--- src/hw/rtl/rstt_pkg.sv ---
// Shared types and constants for the reject sample tracking table.
// No dependencies; used by every module of the block but rstt_ram.
`timescale 1ns / 1ps
package rstt_pkg;

    localparam int POS_MAX_BITS = 64;   // widest encoder position a word may carry
    localparam int DELAY_BITS   = 24;
    localparam int COUNT_BITS   = 32;
    localparam int STAMP_BITS   = 32;
    localparam int CFG_IDX_BITS = 3;

    // func codes of an input word
    localparam logic [1:0] FUNC_INSERT = 2'd0;
    localparam logic [1:0] FUNC_TRIG1  = 2'd1;
    localparam logic [1:0] FUNC_TRIG2  = 2'd2;
    localparam logic [1:0] FUNC_CLEAR  = 2'd3;

    // station codes
    localparam logic [1:0] STN_NONE = 2'd0;
    localparam logic [1:0] STN_ONE  = 2'd1;
    localparam logic [1:0] STN_TWO  = 2'd2;

    // classified operations handed from front to back
    localparam logic [2:0] OP_NOP   = 3'd0;
    localparam logic [2:0] OP_INS   = 3'd1;
    localparam logic [2:0] OP_TRIG1 = 3'd2;
    localparam logic [2:0] OP_TRIG2 = 3'd3;
    localparam logic [2:0] OP_CLR   = 3'd4;

    // configuration register indexes
    localparam logic [CFG_IDX_BITS-1:0] CFG_COUNT_MODE_OFF = 3'd0;
    localparam logic [CFG_IDX_BITS-1:0] CFG_SECOND_CAM_ON  = 3'd1;
    localparam logic [CFG_IDX_BITS-1:0] CFG_CAM1_KICK1     = 3'd2;
    localparam logic [CFG_IDX_BITS-1:0] CFG_CAM1_CAM2      = 3'd3;
    localparam logic [CFG_IDX_BITS-1:0] CFG_KICK1_PASS     = 3'd4;
    localparam logic [CFG_IDX_BITS-1:0] CFG_PASS_KICK2     = 3'd5;
    localparam logic [CFG_IDX_BITS-1:0] CFG_SAMPLE_SPAN    = 3'd6;

    typedef struct packed {
        logic [2:0]              op;
        logic                    station;   // 0: list 1, 1: list 2
        logic [COUNT_BITS-1:0]   count;
        logic [POS_MAX_BITS-1:0] pos;
    } t_cmd;

    typedef struct packed {
        logic                  count_mode_off;
        logic                  second_camera_on;
        logic [DELAY_BITS-1:0] cam1_to_kick1;
        logic [DELAY_BITS-1:0] cam1_to_cam2;
        logic [DELAY_BITS-1:0] kick1_to_pass;
        logic [DELAY_BITS-1:0] pass_to_kick2;
        logic [DELAY_BITS-1:0] sample_span;
    } t_cfg;

endpackage

--- src/hw/rtl/rstt_front.sv ---
// Front end: accepts input words, classifies them and queues them for the back end.
// Depends on rstt_pkg.
`timescale 1ns / 1ps
module rstt_front #(
    parameter int POSITION_BITS = 48
) (
    input  logic                            i_clk,
    input  logic                            i_rst_n,
    input  logic                            i_valid,
    output logic                            o_ready,
    input  logic [1:0]                      i_func,
    input  logic [1:0]                      i_station,
    input  logic [rstt_pkg::COUNT_BITS-1:0] i_count,
    input  logic [POSITION_BITS-1:0]        i_pos,
    output logic                            o_cmd_valid,
    output rstt_pkg::t_cmd                  o_cmd,
    input  logic                            i_cmd_pop
);
    rstt_pkg::t_cmd r_q [2];
    logic           r_wp, r_rp;
    logic [1:0]     r_cnt;
    rstt_pkg::t_cmd w_cmd;
    logic           w_push;

    always_comb begin
        // triggers take their list from func; only inserts use the station field
        w_cmd.station = (i_func == rstt_pkg::FUNC_TRIG2) ||
                        (i_func == rstt_pkg::FUNC_INSERT && i_station == rstt_pkg::STN_TWO);
        w_cmd.count   = i_count;
        w_cmd.pos     = rstt_pkg::POS_MAX_BITS'(i_pos);
        case (i_func)
            rstt_pkg::FUNC_INSERT: begin
                w_cmd.op = (i_station == rstt_pkg::STN_ONE || i_station == rstt_pkg::STN_TWO)
                         ? rstt_pkg::OP_INS : rstt_pkg::OP_NOP;
            end
            rstt_pkg::FUNC_TRIG1: w_cmd.op = rstt_pkg::OP_TRIG1;
            rstt_pkg::FUNC_TRIG2: w_cmd.op = rstt_pkg::OP_TRIG2;
            default:              w_cmd.op = rstt_pkg::OP_CLR;
        endcase
    end

    assign o_ready     = (r_cnt != 2'd2);
    assign w_push      = i_valid && o_ready;
    assign o_cmd_valid = (r_cnt != 2'd0);
    assign o_cmd       = r_q[r_rp];

    always_ff @(posedge i_clk) begin
        if (w_push) begin
            r_q[r_wp] <= w_cmd;
        end
    end

    always_ff @(posedge i_clk) begin
        if (!i_rst_n) begin
            r_wp  <= 1'b0;
            r_rp  <= 1'b0;
            r_cnt <= 2'd0;
        end else begin
            if (w_push) r_wp <= ~r_wp;
            if (i_cmd_pop) r_rp <= ~r_rp;
            r_cnt <= r_cnt + 2'(w_push) - 2'(i_cmd_pop);
        end
    end
endmodule

--- config.mk ---
export PLATFORM = sky130hd
export DESIGN_NAME = rstt_front
export DESIGN_NICKNAME = d
export VERILOG_FILES = /design/src/hw/rtl/rstt_pkg.sv /design/src/hw/rtl/rstt_front.sv
export SDC_FILE = /design/constraint.sdc
export NUM_CORES = 1
export LEC_CHECK = 0
export BUFFER_PORTS_ARGS = -buffer_cell sky130_fd_sc_hd__buf_2
export CORE_MARGIN = 4
export CORE_UTILIZATION = 45
export DETAILED_ROUTE_END_ITERATION = 10
export GPL_TIMING_DRIVEN = 1
export PLACE_DENSITY = 0.7
export SLEW_MARGIN = 20
export SYNTH_ARGS = -nofsm -noshare
export SYNTH_HDL_FRONTEND = slang
export SYNTH_SLANG_ARGS = --single-unit
export TNS_END_PERCENT = 30
--- constraint.sdc ---
create_clock -name i_clk -period 3.8 [get_ports i_clk]
set_clock_uncertainty 0.05 [all_clocks]
set_input_delay 0.19 -clock i_clk [delete_from_list [all_inputs] [get_ports i_clk]]
set_output_delay 0.19 -clock i_clk [all_outputs]
set_load 0.02 [all_outputs]
==> results.md <==
- By area the synthesized netlist is led by edfxtp_1 74%, mux2_4 13%, mux2_2 4.0%.
- The library cells used most frequently in the layout, excluding fill and tap cells, are 173 x buf_2, 168 x edfxtp_1, 80 x dlygate4sd3_1.
- Including well taps, the total number of placed cells is 668.
- After the flow finishes, the layout carries non-filler instances totaling 780.
- STA classifies the critical path endpoint as a primary output.
- The iteration count of the initial detailed-routing pass is 4.
- After the first detailed-routing iteration, the DRC count stood at 167.
- The via count of the first global-routing pass is 3755.
- For this run, the share of the core covered by cells in the final layout is 0.623.
- Across every metal layer, demand over resource in global routing totals 0.147.
- The number of warnings printed during yosys synthesis is 0.
- During I/O placement, the number of pins put on the boundary was 190.
- The worst setup path is of the flop to primary output kind.
- The area share of the largest cell type after synthesis is 0.745.
- The count of H-tree levels built during CTS is 4.
- After layout, the minimum clock period comes to 2.43 ns.
- Of the cells placed in the final design, the portion with a size suffix greater than 1 is 0.495.
- The average wire length per cell after detail routing is 16.3 µm.
- Across the VDD grid, the largest voltage drop is 0.272 mV.
- The worst-skew pair later-pin latency is 0.41 ns.
- The measured slew at the worst slew-check pin is 0.885 ns.
- The relative max-transition margin is 0.410.
- The max-capacitance violation count is 0.
- The flow ran to the end, and the final reports show no timing, DRC or antenna violations.
- The pin count of the biggest net entering global routing is 62.
- Across the whole layout, storage elements account for 5150 µm².
- The power consumption is 0.00470 W.
- The total number of placement rows is 44.
- The maximum fanout count along the critical path is 52.
- Hold is met by 0.0356 ns.
- The leakage dissipation is 3.64 nW.
- Setup violations remaining at the end of the flow were counted as 0.
- The count of filler cells inserted in the layout is 1070.
- The remaining antenna violation count is 0.
- The final wirelength is 12700 µm.
- The HPWL after detailed placement is 7990 µm.
- The commonest non-fill, non-tap cell in the layout is buf_2.
- Adding up every negative setup slack in the final design gives 0 ns.
- The clock root buffer is clkbuf_16.
- The post-route clock period utilization is 0.641.
- The number of buffers created by CTS is 17.
- The die width is 131 µm.
- For this run, design rule violations remaining after detail routing come to 0.
- Setup repair after global routing left no endpoint under its margin.
- Synthesis inferred 173 register bits.
- The number of antenna diodes in the final layout is 0.
- The initial antenna violation count is 0.
- Synthesis handed over a netlist of 316 instances.
- The starting utilization of the core area is 0.462.
- The core area is 14600 µm².
- Of all cell types, the one taking the most synthesized area is edfxtp_1.
- The count of port buffers added during placement is 173.
- Data on the critical path is required at its endpoint by 3.56 ns.
- The CTS tree is built.
- The total congestion overflow after global routing is 0.
- STA classifies the critical path startpoint as a flop.
- The number of pins exceeding their max-slew limit in the final report is 0.
- The overall die height is 131 µm.
- The path class of the lowest-slack min-delay path is primary input to flop.
- The sequential element share of the synthesized area is 0.760.
- The area growth from synthesis to layout is 34.6%.
- Dividing total power by cell area gives a power density of 515 nW/µm².
- The clock transition at the register clock pins on the worst setup and hold paths after CTS is 0.06 ns.
- The die covers 17100 µm².
- The number of nets in the final layout is 676.
- The maximum root-to-sink buffer count is 2.
- The clock drives 173 sinks.
- The first global-routing pass estimated 18800 µm of wire.
- The count of final hold-check violations is 0.
- The multi-input combinational cell area is 1470 µm².
- The final weighted congestion in routability-driven placement is 0.716.
- The mean instance size in the synthesized netlist is 21.4 µm².
- The timing-limited maximum frequency is 411 MHz.
- The synthesized netlist occupies a cell area of 6770 µm².
- The number of unique standard cell types used by synthesis is 28.
- The routed layout has 3617 vias.
- The worst path arrival time is 2.19 ns.
- In the routed layout, each cell is associated on average with a via count of 4.64.
[path summary, 6_finish.rpt]
check                             endpoint  slack (ns)  cells past startpoint  startpoint
worst max-delay path             o_cmd[79]        1.37                      3        flop
worst min register to register        r_rp        0.54                      2        r_rp
worst min-delay path              r_cnt[1]        0.04                      2     i_rst_n
worst max register to register  r_q[0][36]        1.55                      4    r_cnt[1]
[worst max-delay path: stages, from the launching register on]
cell and delay (ns):
dfxtp_4 0.91, buf_12 0.35, mux2_4 0.33, buf_2 0.16
[synth_stat cells]
library cell,instances
nand2b_1,1
a21boi_1,1
buf_6,6
buf_4,17
a21boi_2,1
inv_1,5
a211oi_1,1
nor4b_1,1
nand3_1,1
ha_1,5
or2_2,1
a211o_1,1
nand3b_1,3
xor2_1,1
mux2i_1,1
conb_1,1
xnor2_1,1
buf_2,2
mux2_4,60
dfxtp_1,5
and2_1,3
and3_1,1
nand2_1,2
a21bo_2,1
a21o_1,1
mux2_2,24
edfxtp_1,168
o21ai_0,1
[stage by stage]
step,worst slack [ns],cell area [µm²]
after floorplan,0.582,6830
after global placement,1.57,7780
after detailed placement,1.51,7780
after CTS,1.29,9120
after global routing,1.23,9120
final,1.37,9120
[what timing repair did]
action	CTS	global route
hold buffers	80	0
gates resized for setup	0	0
buffers inserted	0	0
endpoints found under the hold margin	160	0
[metal layers]
layer  wire [µm]  global-route usage  vias up
met5           0                   0        -
met3         769              0.0488       23
li1            -                   -     1727
met1        4970               0.163     1744
met2        6690               0.258      123
met4         273              0.0647        0
[kinds of logic (layout without fill, tap and decap cells)]
| family | Yosys count | after routing | share of synthesized area |
|---|---|---|---|
| AOI/OAI and AO/OA | 7 | 7 | 0.00850 |
| xor gates and xnor gates | 2 | 2 | 0.00259 |
| muxes | 85 | 85 | 0.174 |
| and+or+nand+nor | 13 | 13 | 0.0120 |
| buffers and inverters | 30 | 295 | 0.0331 |
| other | 1 | 16 | 0.000554 |
| DFF | 173 | 173 | 0.760 |
| adders and majority gates | 5 | 5 | 0.00924 |
[sequential cells by signal (all words and copies together), names as in the netlist, named ones only]
| signal | flops |
|---|---|
| r_rp | 1 |
| r_wp | 1 |
| r_q | 168 |
| r_cnt | 2 |
[final cells by class]
type | instances | area share
Clock buffer | 20 | 0.0479
Tap cell | 184 | 0.0253
Timing Repair Buffer | 258 | 0.188
Multi-Input combinational cell | 128 | 0.161
Clock inverter | 12 | 0.0108
Inverter | 5 | 0.00220
Sequential cell | 173 | 0.565
[where the power goes]
group	internal (W)	switching, W
clock network	0.000894	0.000662
logic	0.000365	0.000422
registers	0.00229	0.0000679
total	0.00355	0.00115
No activity file was read; power rests on OpenSTA's default activity.
